[src/rtl/keyed_event_counter_table_core_macros.svh]
// Assertion macros shared by the counter table RTL.
`ifndef KEYED_EVENT_COUNTER_TABLE_CORE_MACROS_SVH
`define KEYED_EVENT_COUNTER_TABLE_CORE_MACROS_SVH

// A condition that must hold at every clock edge outside reset.
`define KECT_ASSERT_ALWAYS(label, cond, msg) \
	label: assert property (@(posedge clk) disable iff (!arst_n) (cond)) \
		else $error(msg);

// A condition that must hold in the same cycle as its trigger.
`define KECT_ASSERT_SAME(label, trig, cond, msg) \
	label: assert property (@(posedge clk) disable iff (!arst_n) (trig) |-> (cond)) \
		else $error(msg);

// A condition that must hold in the cycle after its trigger.
`define KECT_ASSERT_NEXT(label, trig, cond, msg) \
	label: assert property (@(posedge clk) disable iff (!arst_n) (trig) |=> (cond)) \
		else $error(msg);

`endif

[src/rtl/kect_pkg.sv]
// Shared constants, types and functions of the keyed event counter table.
package kect_pkg;

	// Table geometry.
	localparam int ENTRIES = 16;
	localparam int CNT_W = 16;
	localparam int ID_W = 22;
	localparam int IDX_W = (ENTRIES > 1) ? $clog2(ENTRIES) : 1;

	// Field widths of the channels.
	localparam int REQ_W = 2;
	localparam int STAT_W = 2;
	localparam int OUT_IDX_W = 4;
	localparam int OUT_CNT_W = 16;

	// Request codes.
	localparam logic [REQ_W-1:0] REQ_T1 = 2'd0;
	localparam logic [REQ_W-1:0] REQ_T2 = 2'd1;
	localparam logic [REQ_W-1:0] REQ_DUMP = 2'd2;

	// Status codes; a dump beat carries STAT_DUMP.
	localparam logic [STAT_W-1:0] STAT_NEW = 2'd0;
	localparam logic [STAT_W-1:0] STAT_OLD = 2'd1;
	localparam logic [STAT_W-1:0] STAT_FULL = 2'd2;
	localparam logic [STAT_W-1:0] STAT_DUMP = 2'd0;

	// Result kinds.
	localparam logic KIND_ACK = 1'b0;
	localparam logic KIND_DUMP = 1'b1;

	// Contents of one table cell.
	typedef struct packed {
		logic             occ;
		logic [ID_W-1:0]  id;
		logic [CNT_W-1:0] c1;
		logic [CNT_W-1:0] c2;
	} kect_entry_t;

	// Command broadcast to every cell.
	typedef struct packed {
		logic [ID_W-1:0] key;
		logic            t1;
		logic            upd_en;
		logic            alloc_en;
		logic            shift_en;
	} kect_ctl_t;

	// One result beat.
	typedef struct packed {
		logic                 kind;
		logic [STAT_W-1:0]    status;
		logic [OUT_IDX_W-1:0] index;
		logic                 valid;
		logic [ID_W-1:0]      id;
		logic [OUT_CNT_W-1:0] c1;
		logic [OUT_CNT_W-1:0] c2;
		logic                 last;
	} kect_rsp_t;

	// Counter increment that stops at the top value.
	function automatic logic [CNT_W-1:0] sat_inc(input logic [CNT_W-1:0] v);
		return (&v) ? v : v + CNT_W'(1);
	endfunction

endpackage

[src/rtl/kect_req_if.sv]
// Request channel: event or dump beats into the table.
interface kect_req_if;
	logic                       valid;
	logic                       ready;
	logic [kect_pkg::REQ_W-1:0] req_type;
	logic [kect_pkg::ID_W-1:0]  sender_id;

	modport source (output valid, output req_type, output sender_id, input ready);
	modport sink (input valid, input req_type, input sender_id, output ready);
endinterface

[src/rtl/kect_rsp_if.sv]
// Result channel: acknowledges and dump beats out of the table.
interface kect_rsp_if;
	logic                           valid;
	logic                           ready;
	logic                           result_kind;
	logic [kect_pkg::STAT_W-1:0]    status;
	logic [kect_pkg::OUT_IDX_W-1:0] entry_index;
	logic                           entry_valid;
	logic [kect_pkg::ID_W-1:0]      source_id;
	logic [kect_pkg::OUT_CNT_W-1:0] type1_count;
	logic [kect_pkg::OUT_CNT_W-1:0] type2_count;
	logic                           last;

	modport source (output valid, output result_kind, output status, output entry_index,
		output entry_valid, output source_id, output type1_count, output type2_count,
		output last, input ready);
	modport sink (input valid, input result_kind, input status, input entry_index,
		input entry_valid, input source_id, input type1_count, input type2_count,
		input last, output ready);
endinterface

[src/rtl/kect_cell.sv]
// One table cell: holds a source id and its two counters, shifts toward cell 0 on dump.
module kect_cell (
	input  logic                  clk,
	input  logic                  arst_n,
	input  kect_pkg::kect_ctl_t   ctl,
	input  logic                  prev_occ,
	input  kect_pkg::kect_entry_t nb_in,
	output kect_pkg::kect_entry_t cur,
	output logic                  hit
);
	import kect_pkg::*;

	logic             occ_q;
	logic [ID_W-1:0]  id_q;
	logic [CNT_W-1:0] c1_q;
	logic [CNT_W-1:0] c2_q;
	logic             alloc_here;

	// Key compare and first-free detection along the chain.
	assign hit = occ_q && (id_q == ctl.key);
	assign alloc_here = ctl.alloc_en && !occ_q && prev_occ;

	assign cur.occ = occ_q;
	assign cur.id = id_q;
	assign cur.c1 = c1_q;
	assign cur.c2 = c2_q;

	// Occupancy flag.
	always_ff @(posedge clk or negedge arst_n) begin
		if (!arst_n) begin
			occ_q <= 1'b0;
		end else if (ctl.shift_en) begin
			occ_q <= nb_in.occ;
		end else if (alloc_here) begin
			occ_q <= 1'b1;
		end
	end

	// Id and counters: shift, fresh allocation or counting.
	always_ff @(posedge clk) begin
		if (ctl.shift_en) begin
			id_q <= nb_in.id;
			c1_q <= nb_in.c1;
			c2_q <= nb_in.c2;
		end else if (alloc_here) begin
			id_q <= ctl.key;
			c1_q <= {{(CNT_W-1){1'b0}}, ctl.t1};
			c2_q <= {{(CNT_W-1){1'b0}}, !ctl.t1};
		end else if (ctl.upd_en && hit) begin
			if (ctl.t1) begin
				c1_q <= sat_inc(c1_q);
			end else begin
				c2_q <= sat_inc(c2_q);
			end
		end
	end

endmodule

[src/rtl/keyed_event_counter_table_core.sv]
// Per-source event counter table: a row of cells with one result register.
//
// Requests arrive on req: type-1 or type-2 events keyed by sender_id, or a
// dump request. Results leave on rsp through one output register, so a new
// request is taken while a finished result still waits to be taken.
// An event is accepted, then in the lookup state every cell compares the
// key in parallel and the hit cell counts, or the first free cell in fill
// order is claimed. Its single acknowledge appears on rsp the cycle after
// that. Requests with type 3 are taken and dropped.
// A dump shifts the row one cell toward cell 0 per beat and emits cell 0,
// so it gives one beat per stored entry (one beat when the table is empty);
// the shifting also empties the table.
// Reset clears every cell's occupancy flag; the table is empty at once with
// no clearing pass. When rsp is stalled the result register holds, and the
// row does not advance until the register can take the next beat.
`include "keyed_event_counter_table_core_macros.svh"

module keyed_event_counter_table_core (
	input logic        clk,
	input logic        arst_n,
	kect_req_if.sink   req,
	kect_rsp_if.source rsp
);
	import kect_pkg::*;

	localparam logic [1:0] ST_IDLE = 2'd0;
	localparam logic [1:0] ST_LOOK = 2'd1;
	localparam logic [1:0] ST_DUMP = 2'd2;

	logic [1:0]       state_q;
	logic [ID_W-1:0]  key_q;
	logic             t1_q;
	logic [IDX_W-1:0] dump_cnt_q;
	logic             out_valid_q;
	kect_rsp_t        rsp_q;

	kect_ctl_t        ctl;
	kect_entry_t      cur [ENTRIES];
	kect_entry_t      nb [ENTRIES];
	logic [ENTRIES-1:0] hit_vec;
	logic [ENTRIES-1:0] occ_vec;
	logic [ENTRIES-1:0] occ_inc;
	logic             out_free;
	logic             in_fire;
	logic             found;
	logic             full;
	logic [IDX_W-1:0] hit_idx;
	logic [IDX_W-1:0] free_idx;
	logic [CNT_W-1:0] sel_c1;
	logic [CNT_W-1:0] sel_c2;
	kect_rsp_t        look_rsp;
	kect_rsp_t        dump_rsp;

	// The row of cells; each one takes its upper neighbor's contents on a shift.
	for (genvar i = 0; i < ENTRIES; i++) begin : g_cell
		if (i == ENTRIES - 1) begin : g_tail
			assign nb[i] = '0;
		end else begin : g_link
			assign nb[i] = cur[i+1];
		end

		kect_cell u_cell (
			.clk      (clk),
			.arst_n   (arst_n),
			.ctl      (ctl),
			.prev_occ ((i == 0) ? 1'b1 : cur[(i == 0) ? 0 : i-1].occ),
			.nb_in    (nb[i]),
			.cur      (cur[i]),
			.hit      (hit_vec[i])
		);

		assign occ_vec[i] = cur[i].occ;
	end

	assign occ_inc = occ_vec + ENTRIES'(1);

	// Handshake terms.
	assign out_free = !out_valid_q || rsp.ready;
	assign req.ready = (state_q == ST_IDLE);
	assign in_fire = req.valid && req.ready;

	// Commands to the row.
	assign ctl.key = key_q;
	assign ctl.t1 = t1_q;
	assign ctl.upd_en = (state_q == ST_LOOK) && out_free;
	assign ctl.alloc_en = (state_q == ST_LOOK) && out_free && !found;
	assign ctl.shift_en = (state_q == ST_DUMP) && out_free && cur[0].occ;

	// Hit selection and first free slot across the row.
	always_comb begin
		hit_idx = '0;
		free_idx = '0;
		sel_c1 = '0;
		sel_c2 = '0;
		for (int i = 0; i < ENTRIES; i++) begin
			if (hit_vec[i]) begin
				hit_idx = hit_idx | IDX_W'(i);
				sel_c1 = sel_c1 | cur[i].c1;
				sel_c2 = sel_c2 | cur[i].c2;
			end
			if (!occ_vec[i] && ((i == 0) || occ_vec[(i == 0) ? 0 : i-1])) begin
				free_idx = IDX_W'(i);
			end
		end
	end

	assign found = |hit_vec;
	assign full = occ_vec[ENTRIES-1];

	// Acknowledge of an event.
	always_comb begin
		look_rsp = '0;
		look_rsp.kind = KIND_ACK;
		look_rsp.last = 1'b1;
		if (found) begin
			look_rsp.status = STAT_OLD;
			look_rsp.index = OUT_IDX_W'(hit_idx);
			look_rsp.valid = 1'b1;
			look_rsp.id = key_q;
			look_rsp.c1 = OUT_CNT_W'(t1_q ? sat_inc(sel_c1) : sel_c1);
			look_rsp.c2 = OUT_CNT_W'(t1_q ? sel_c2 : sat_inc(sel_c2));
		end else if (!full) begin
			look_rsp.status = STAT_NEW;
			look_rsp.index = OUT_IDX_W'(free_idx);
			look_rsp.valid = 1'b1;
			look_rsp.id = key_q;
			look_rsp.c1 = OUT_CNT_W'(t1_q);
			look_rsp.c2 = OUT_CNT_W'(!t1_q);
		end else begin
			look_rsp.status = STAT_FULL;
		end
	end

	// Dump beat taken from cell 0; an empty table gives one empty beat.
	always_comb begin
		dump_rsp = '0;
		dump_rsp.kind = KIND_DUMP;
		dump_rsp.status = STAT_DUMP;
		dump_rsp.last = 1'b1;
		if (cur[0].occ) begin
			dump_rsp.index = OUT_IDX_W'(dump_cnt_q);
			dump_rsp.valid = 1'b1;
			dump_rsp.id = cur[0].id;
			dump_rsp.c1 = OUT_CNT_W'(cur[0].c1);
			dump_rsp.c2 = OUT_CNT_W'(cur[0].c2);
			dump_rsp.last = !nb[0].occ;
		end
	end

	// Sequencer: idle, event lookup, dump streaming.
	always_ff @(posedge clk or negedge arst_n) begin
		if (!arst_n) begin
			state_q <= ST_IDLE;
			dump_cnt_q <= '0;
		end else begin
			unique case (state_q)
				ST_IDLE: begin
					dump_cnt_q <= '0;
					if (in_fire) begin
						if (req.req_type == REQ_DUMP) begin
							state_q <= ST_DUMP;
						end else if (req.req_type == REQ_T1 || req.req_type == REQ_T2) begin
							state_q <= ST_LOOK;
						end
					end
				end
				ST_LOOK: begin
					if (out_free) begin
						state_q <= ST_IDLE;
					end
				end
				ST_DUMP: begin
					if (out_free) begin
						dump_cnt_q <= dump_cnt_q + IDX_W'(1);
						if (dump_rsp.last) begin
							state_q <= ST_IDLE;
						end
					end
				end
				default: begin
					state_q <= ST_IDLE;
				end
			endcase
		end
	end

	// Captured request.
	always_ff @(posedge clk) begin
		if (in_fire) begin
			key_q <= req.sender_id;
			t1_q <= (req.req_type == REQ_T1);
		end
	end

	// Result register valid flag.
	always_ff @(posedge clk or negedge arst_n) begin
		if (!arst_n) begin
			out_valid_q <= 1'b0;
		end else if (out_free) begin
			out_valid_q <= (state_q == ST_LOOK) || (state_q == ST_DUMP);
		end
	end

	// Result register payload.
	always_ff @(posedge clk) begin
		if (out_free) begin
			if (state_q == ST_DUMP) begin
				rsp_q <= dump_rsp;
			end else begin
				rsp_q <= look_rsp;
			end
		end
	end

	assign rsp.valid = out_valid_q;
	assign rsp.result_kind = rsp_q.kind;
	assign rsp.status = rsp_q.status;
	assign rsp.entry_index = rsp_q.index;
	assign rsp.entry_valid = rsp_q.valid;
	assign rsp.source_id = rsp_q.id;
	assign rsp.type1_count = rsp_q.c1;
	assign rsp.type2_count = rsp_q.c2;
	assign rsp.last = rsp_q.last;

	// Cells fill strictly in order from cell 0.
	`KECT_ASSERT_ALWAYS(a_fill_order, (occ_inc & occ_vec) == '0, "table cells not filled in order")
	// Stored ids are distinct, so a key hits at most one cell.
	`KECT_ASSERT_ALWAYS(a_single_hit, $onehot0(hit_vec), "key matched more than one cell")
	// A lookup with room at the output always yields a result beat.
	`KECT_ASSERT_NEXT(a_look_result, (state_q == ST_LOOK) && out_free, out_valid_q,
		"lookup finished without a result beat")
	// The final dump beat leaves the table empty.
	`KECT_ASSERT_NEXT(a_dump_clears, (state_q == ST_DUMP) && out_free && dump_rsp.last,
		occ_vec == '0, "table not empty after dump")
	// Requests are taken only while no event or dump is in progress.
	`KECT_ASSERT_SAME(a_accept_idle, in_fire, !ctl.upd_en && !ctl.shift_en,
		"request taken while the row is busy")

endmodule

[src/flat_wrapper.sv]
// flat-port wrapper written by rule: the top's interface ports become plain ports
module keyed_event_counter_table_core_flat import kect_pkg::*;
  (clk, arst_n, req_valid, req_req_type, req_sender_id, req_ready, rsp_valid, rsp_result_kind, rsp_status, rsp_entry_index, rsp_entry_valid, rsp_source_id, rsp_type1_count, rsp_type2_count, rsp_last, rsp_ready);
  kect_req_if req_i ();
  kect_rsp_if rsp_i ();
  input logic clk;
  input logic arst_n;
  input wire logic [$bits(req_i.valid)-1:0] req_valid;
  input wire logic [$bits(req_i.req_type)-1:0] req_req_type;
  input wire logic [$bits(req_i.sender_id)-1:0] req_sender_id;
  output wire logic [$bits(req_i.ready)-1:0] req_ready;
  output wire logic [$bits(rsp_i.valid)-1:0] rsp_valid;
  output wire logic [$bits(rsp_i.result_kind)-1:0] rsp_result_kind;
  output wire logic [$bits(rsp_i.status)-1:0] rsp_status;
  output wire logic [$bits(rsp_i.entry_index)-1:0] rsp_entry_index;
  output wire logic [$bits(rsp_i.entry_valid)-1:0] rsp_entry_valid;
  output wire logic [$bits(rsp_i.source_id)-1:0] rsp_source_id;
  output wire logic [$bits(rsp_i.type1_count)-1:0] rsp_type1_count;
  output wire logic [$bits(rsp_i.type2_count)-1:0] rsp_type2_count;
  output wire logic [$bits(rsp_i.last)-1:0] rsp_last;
  input wire logic [$bits(rsp_i.ready)-1:0] rsp_ready;
  assign req_i.valid = req_valid;
  assign req_i.req_type = req_req_type;
  assign req_i.sender_id = req_sender_id;
  assign req_ready = req_i.ready;
  assign rsp_valid = rsp_i.valid;
  assign rsp_result_kind = rsp_i.result_kind;
  assign rsp_status = rsp_i.status;
  assign rsp_entry_index = rsp_i.entry_index;
  assign rsp_entry_valid = rsp_i.entry_valid;
  assign rsp_source_id = rsp_i.source_id;
  assign rsp_type1_count = rsp_i.type1_count;
  assign rsp_type2_count = rsp_i.type2_count;
  assign rsp_last = rsp_i.last;
  assign rsp_i.ready = rsp_ready;
  keyed_event_counter_table_core u_core (.clk(clk), .arst_n(arst_n), .req(req_i), .rsp(rsp_i));
endmodule
[config.mk]
export PLATFORM = sky130hd
export DESIGN_NAME = keyed_event_counter_table_core_flat
export DESIGN_NICKNAME = d
export VERILOG_FILES = /design/src/rtl/kect_pkg.sv /design/src/rtl/kect_req_if.sv /design/src/rtl/kect_rsp_if.sv /design/src/rtl/kect_cell.sv /design/src/rtl/keyed_event_counter_table_core.sv /design/src/flat_wrapper.sv
export VERILOG_INCLUDE_DIRS = /design/src /design/src/rtl
export SDC_FILE = /design/constraint.sdc
export NUM_CORES = 2
export LEC_CHECK = 0
export BUFFER_PORTS_ARGS = -buffer_cell sky130_fd_sc_hd__clkbuf_2
export CAP_MARGIN = 20
export CORE_ASPECT_RATIO = 2
export CORE_UTILIZATION = 63
export DETAILED_ROUTE_END_ITERATION = 16
export PLACE_DENSITY = 0.8
export SYNTH_ARGS = -nofsm -noshare
export SYNTH_HDL_FRONTEND = slang
export SYNTH_SLANG_ARGS = --single-unit
export TNS_END_PERCENT = 5
[constraint.sdc]
create_clock -name clk -period 8 [get_ports clk]
set_clock_uncertainty 0.2 [all_clocks]
set_input_delay 1.6 -clock clk [delete_from_list [all_inputs] [get_ports clk]]
set_output_delay 1.6 -clock clk [all_outputs]
set_load 0.01 [all_outputs]
==> results.yml, run 1 <==
floorplanning:
  fp-row-count: 155
  initial_utilization_pct: 63.6
  die_h_um: 426
  ios: 93
  die_x_um: 214
placed_design:
  port_buffers: 92
  gp_congestion: 1.23
  placed_area_sq_um: 57700
  dp_hpwl_um: 193000
  dp_slack_ps: 1710
outcome:
  outcome: "stopped before the end"
  tool.error: "[ERROR GRT-0116] Global routing finished with congestion. Check the congestion regions in the DRC Viewer."
  failed_stage: "global routing"
cts:
  htree_num_levels: 3
  hold_buffers: 0
  cts_buffer_depth: 3
  cts_root_buffer: "clkbuf_16"
  postCtsSetupBuffers: 0
  cts_buffers: 89
  cts_num_sinks: 973
  cts_resized: 0
global_routing:
  grt-ovfl-total: 342
  grt_pass1_wl_um: 442000
  grt_pass1_vias: 54400
  grt_max_degree: 210
  track_usage_pct: 67.1
yosys:
  yosysSeqAreaShare_pct: 50.3
  synth_cells: 5465
  syn_area_per_cell_sq_um: 10.4
  synth_edf_count: 896
  ys_async_sr_fraction_pct: 2.36
  synth_warnings: 0
  synth-seq-cells: 973
  syn_area_sq_um: 56700
  synth_flop_cell: "edfxtp_1"
  yosysUniqueCellTypes: 77
  syn_nets: 5533
[per-layer routing]
| metal | global-route usage, % | GRT overflow |
|---|---|---|
| met5 | 6.83 | 0 |
| met4 | 74.6 | 126 |
| met3 | 40.3 | 0 |
| met2 | 91.8 | 215 |
| met1 | 65.8 | 1 |
[cells in the mapped netlist, types with 122 or more instances]
master / instances / area [sq um]
nor2_1: 272 / 1020
nand4_1: 137 / 857
nand2_1: 672 / 2520
nand3_1: 555 / 2780
edfxtp_1: 896 / 26900
a21o_1: 331 / 2480
o21ai_0: 138 / 691
clkbuf_1: 271 / 1020
and3_1: 122 / 763
xnor2_1: 678 / 5940
xor2_1: 150 / 1310
inv_1: 135 / 507
o31ai_1: 282 / 2120
[cell families after synthesis]
| group | after synthesis | share of synthesized area, % |
|---|---|---|
| DFF | 973 | 50.3 |
| and+or+nand+nor | 1956 | 16.7 |
| buffers and inverters | 529 | 4.57 |
| xor gates and xnor gates | 829 | 12.8 |
| AOI/OAI and AO/OA | 1106 | 14.1 |
| adders and majority gates | 40 | 0.882 |
| muxes | 32 | 0.573 |
[metrics by stage]
stage               instances  utilization [%]
floorplan                5465                -
global placement         6452             64.6
detailed placement       6453             64.6
CTS                      6619             68.0
==> inputs of run 2 (changes only) <==
--- a/config.mk
+++ b/config.mk
@@ -8,10 +8,9 @@
 export LEC_CHECK = 0
 export BUFFER_PORTS_ARGS = -buffer_cell sky130_fd_sc_hd__clkbuf_2
 export CAP_MARGIN = 20
-export CORE_ASPECT_RATIO = 2
-export CORE_UTILIZATION = 63
+export CORE_UTILIZATION = 40
 export DETAILED_ROUTE_END_ITERATION = 16
-export PLACE_DENSITY = 0.8
+export PLACE_DENSITY_LB_ADDON = 0.15
 export SYNTH_ARGS = -nofsm -noshare
 export SYNTH_HDL_FRONTEND = slang
 export SYNTH_SLANG_ARGS = --single-unit
==> results.yml, run 2 <==
layout:
  syn2layout_area_growth_pct: 10.6
  antenna_cells: 0
  final_common_cell: "edfxtp_1"
  fillers: 13400
  final_cell_mix: "896 x edfxtp_1, 678 x xnor2_1, 671 x nand2_1"
  final_area_sq_um: 62700
  top_regs: "u_core.g_cell.u_cell.id_q (352), u_core.g_cell.u_cell.c1_q (256), u_core.g_cell.u_cell.c2_q (256)"
  nNetsFinal: 5472
  layout-drive-gt1-share_pct: 9.10
  stdcell_count: 7381
  top_register: "u_core.g_cell.u_cell.id_q"
  largest_reg_flops: 352
yosys:
  yosys-top-cells-area: "edfxtp_1 47%, xnor2_1 10%, nand3_1 4.9%"
  synth_edf_count: 896
  yosysTopAreaCell: "edfxtp_1"
  yosysUniqueCellTypes: 77
  synth-seq-cells: 973
  syn_area_sq_um: 56700
  synth.most_common_cell: "edfxtp_1"
  ys_async_sr_fraction_pct: 2.36
  synth_flop_cell: "edfxtp_1"
  yosysSeqAreaShare_pct: 50.3
  synth_warnings: 0
  syn_nets: 5533
  synth_top_area_share_pct: 47.4
  synth_cells: 5465
  syn_area_per_cell_sq_um: 10.4
  synth_commonest_cells: "896 x edfxtp_1, 678 x xnor2_1, 672 x nand2_1, 555 x nand3_1, 331 x a21o_1"
flow_run:
  maxCapViolations: 0
cts:
  cts_num_sinks: 973
  clk_pin_slew_worst_paths_ps: 60
  cts_buffer_depth: 3
  postCtsSetupBuffers: 0
  worstSkewPairLatency_ps: 800
  cts_root_buffer: "clkbuf_16"
  cts_buffers: 114
  hold_buffers: 0
  cts_resized: 0
  cts_tree: "built"
  htree_num_levels: 3
power_and_ir_drop:
  p_int_uw: 14100
  p_switching_uw: 9510
  pwr_density_cell_nw_per_um2: 376
  pwr-share-comb_pct: 32.5
  seqPwrFrac_pct: 43.5
  ir_drop_mv: 0.238
  sw_frac_of_total_pct: 40.3
  p_clk_share_pct: 23.9
  p_leak_uw: 0.0224
worst_setup_path:
  path_class: "flip-flop to flip-flop"
  cp-start-kind: "flip-flop"
  cp_max_fo: 32
  cp_data_required_time_ps: 8090
  end_kind: "flip-flop"
  crit_arrival_ps: 6360
sta:
  max_clock_freq_mhz: 159
  setup_viol: 0
  rsz0062_at_grt: "false"
  hold_violations: 0
  period_needed_ps: 6270
  period_share_pct: 78.4
  fin_setup_tns_ps: 0
  slew_headroom_pct: 15.8
  drv_slew: 0
  worstMarginPinSlew_ps: 1260
placed_design:
  port_buffers: 92
  placed_area_sq_um: 58700
  dp_hpwl_um: 177000
  gp_congestion: 1.12
  dp.cells: 7160
hold_path:
  hold_class: "flip-flop to flip-flop"
global_routing:
  antenna_found_initial: 7
  grt-ovfl-total: 0
  track_usage_pct: 33.1
  grt_max_degree: 221
  grt_pass1_wl_um: 337000
  grt_pass1_vias: 44200
drt:
  first_pass_iters: 6
  vias: 46400
  drtAntennaViolNets: 0
  drt_iter0_markers: 6354
  route.detailed.drc: 0
  wire_per_inst_um: 32.7
  drt_wl_total_um: 241000
  viasPerCell: 6.28
floorplanning:
  initial_utilization_pct: 40.5
  fp-row-count: 137
  ios: 93
  die_area_sq_um: 143000
  die_h_um: 379
  die_x_um: 379
  fp.coreArea_sq_um: 140000
outcome:
  outcome: "completed"
run 2: path summary, 6_finish.rpt:
kind                            slack (ps)                                          start                                       endpoint  cells past startpoint
min in group asynchronous              650                                         arst_n                   u_core.rsp.valid$_DFFE_PN0N_                      1
worst max register to register        1730                     u_core.key_q[11]$_DFFE_PP_      u_core.g_cell[1].u_cell.c2_q[7]$_DFFE_PP_                     13
worst min register to register         350  u_core.g_cell[15].u_cell.id_q[0]$_SDFFE_PP0P_  u_core.g_cell[15].u_cell.id_q[0]$_SDFFE_PP0P_                      2
max in group asynchronous             6460                                         arst_n     u_core.g_cell[11].u_cell.occ_q$_DFFE_PN0P_                      1
worst min-delay path                   350  u_core.g_cell[15].u_cell.id_q[0]$_SDFFE_PP0P_  u_core.g_cell[15].u_cell.id_q[0]$_SDFFE_PP0P_                      2
worst max-delay path                  1730                     u_core.key_q[11]$_DFFE_PP_      u_core.g_cell[1].u_cell.c2_q[7]$_DFFE_PP_                     13
run 2: layer usage:
| metal | wire [um] | track usage (%) |
|---|---|---|
| met1 | 90700 | 41.0 |
| met2 | 112000 | 53.2 |
| met3 | 20600 | 5.96 |
| met4 | 18000 | 20.8 |
| met5 | 29 | 0 |
run 2: logic make-up after synthesis:
family	after synthesis	share of synthesized area [%]
xor+xnor	829	12.8
flops	973	50.3
buf+inv	529	4.57
mux	32	0.573
compound gates	1106	14.1
fa+ha+maj	40	0.882
simple gates	1956	16.7
run 2: power groups by stage:
stage / registers [uW] / clock network (uW) / logic [uW]
2_1_floorplan: 9290 / 0 / 5170
3_3_place_gp: 10300 / 0 / 7440
3_5_place_dp: 10300 / 0 / 7520
4_1_cts: 10200 / 5670 / 7540
5_1_grt: 10300 / 5850 / 8220
6_report: 10300 / 5650 / 7680
run 2: final cells by class:
class                   instances  area (sq um)  area share [%]
flip-flops and latches        973         28600            45.5
multi-input cells            3963         25800            41.2
clock buffers                 151          3190            5.08
well taps                    1876          2350            3.74
repair buffers                217          1510            2.40
clock inverters                66           803            1.28
inverters                     135           507           0.808
run 2: per-stage QoR:
step / hold slack (ps) / worst slack [ps] / utilization (%) / total power (uW)
after floorplan: 251 / 1540 / - / 14500
after global placement: 328 / 2070 / 41.9 / 17700
after detailed placement: 337 / 2030 / 41.9 / 17800
after CTS: 351 / 2000 / 44.7 / 23400
after global routing: 373 / 1630 / 44.8 / 24400
final: 354 / 1730 / 44.8 / 23600
run 2: worst max-delay path, stage by stage (launching register included):
cell      delay, ps
edfxtp_1        990
buf_4           330
xnor2_1         140
nand4_1         160
nor4_4          400
buf_4           460
nand2_1         240
nand4_1         180
or2_2           190
nor3_2          120
and3_1          190
buf_4           210
a21oi_1        1010
nand2_1         870
(Power assumes the default switching activity.)
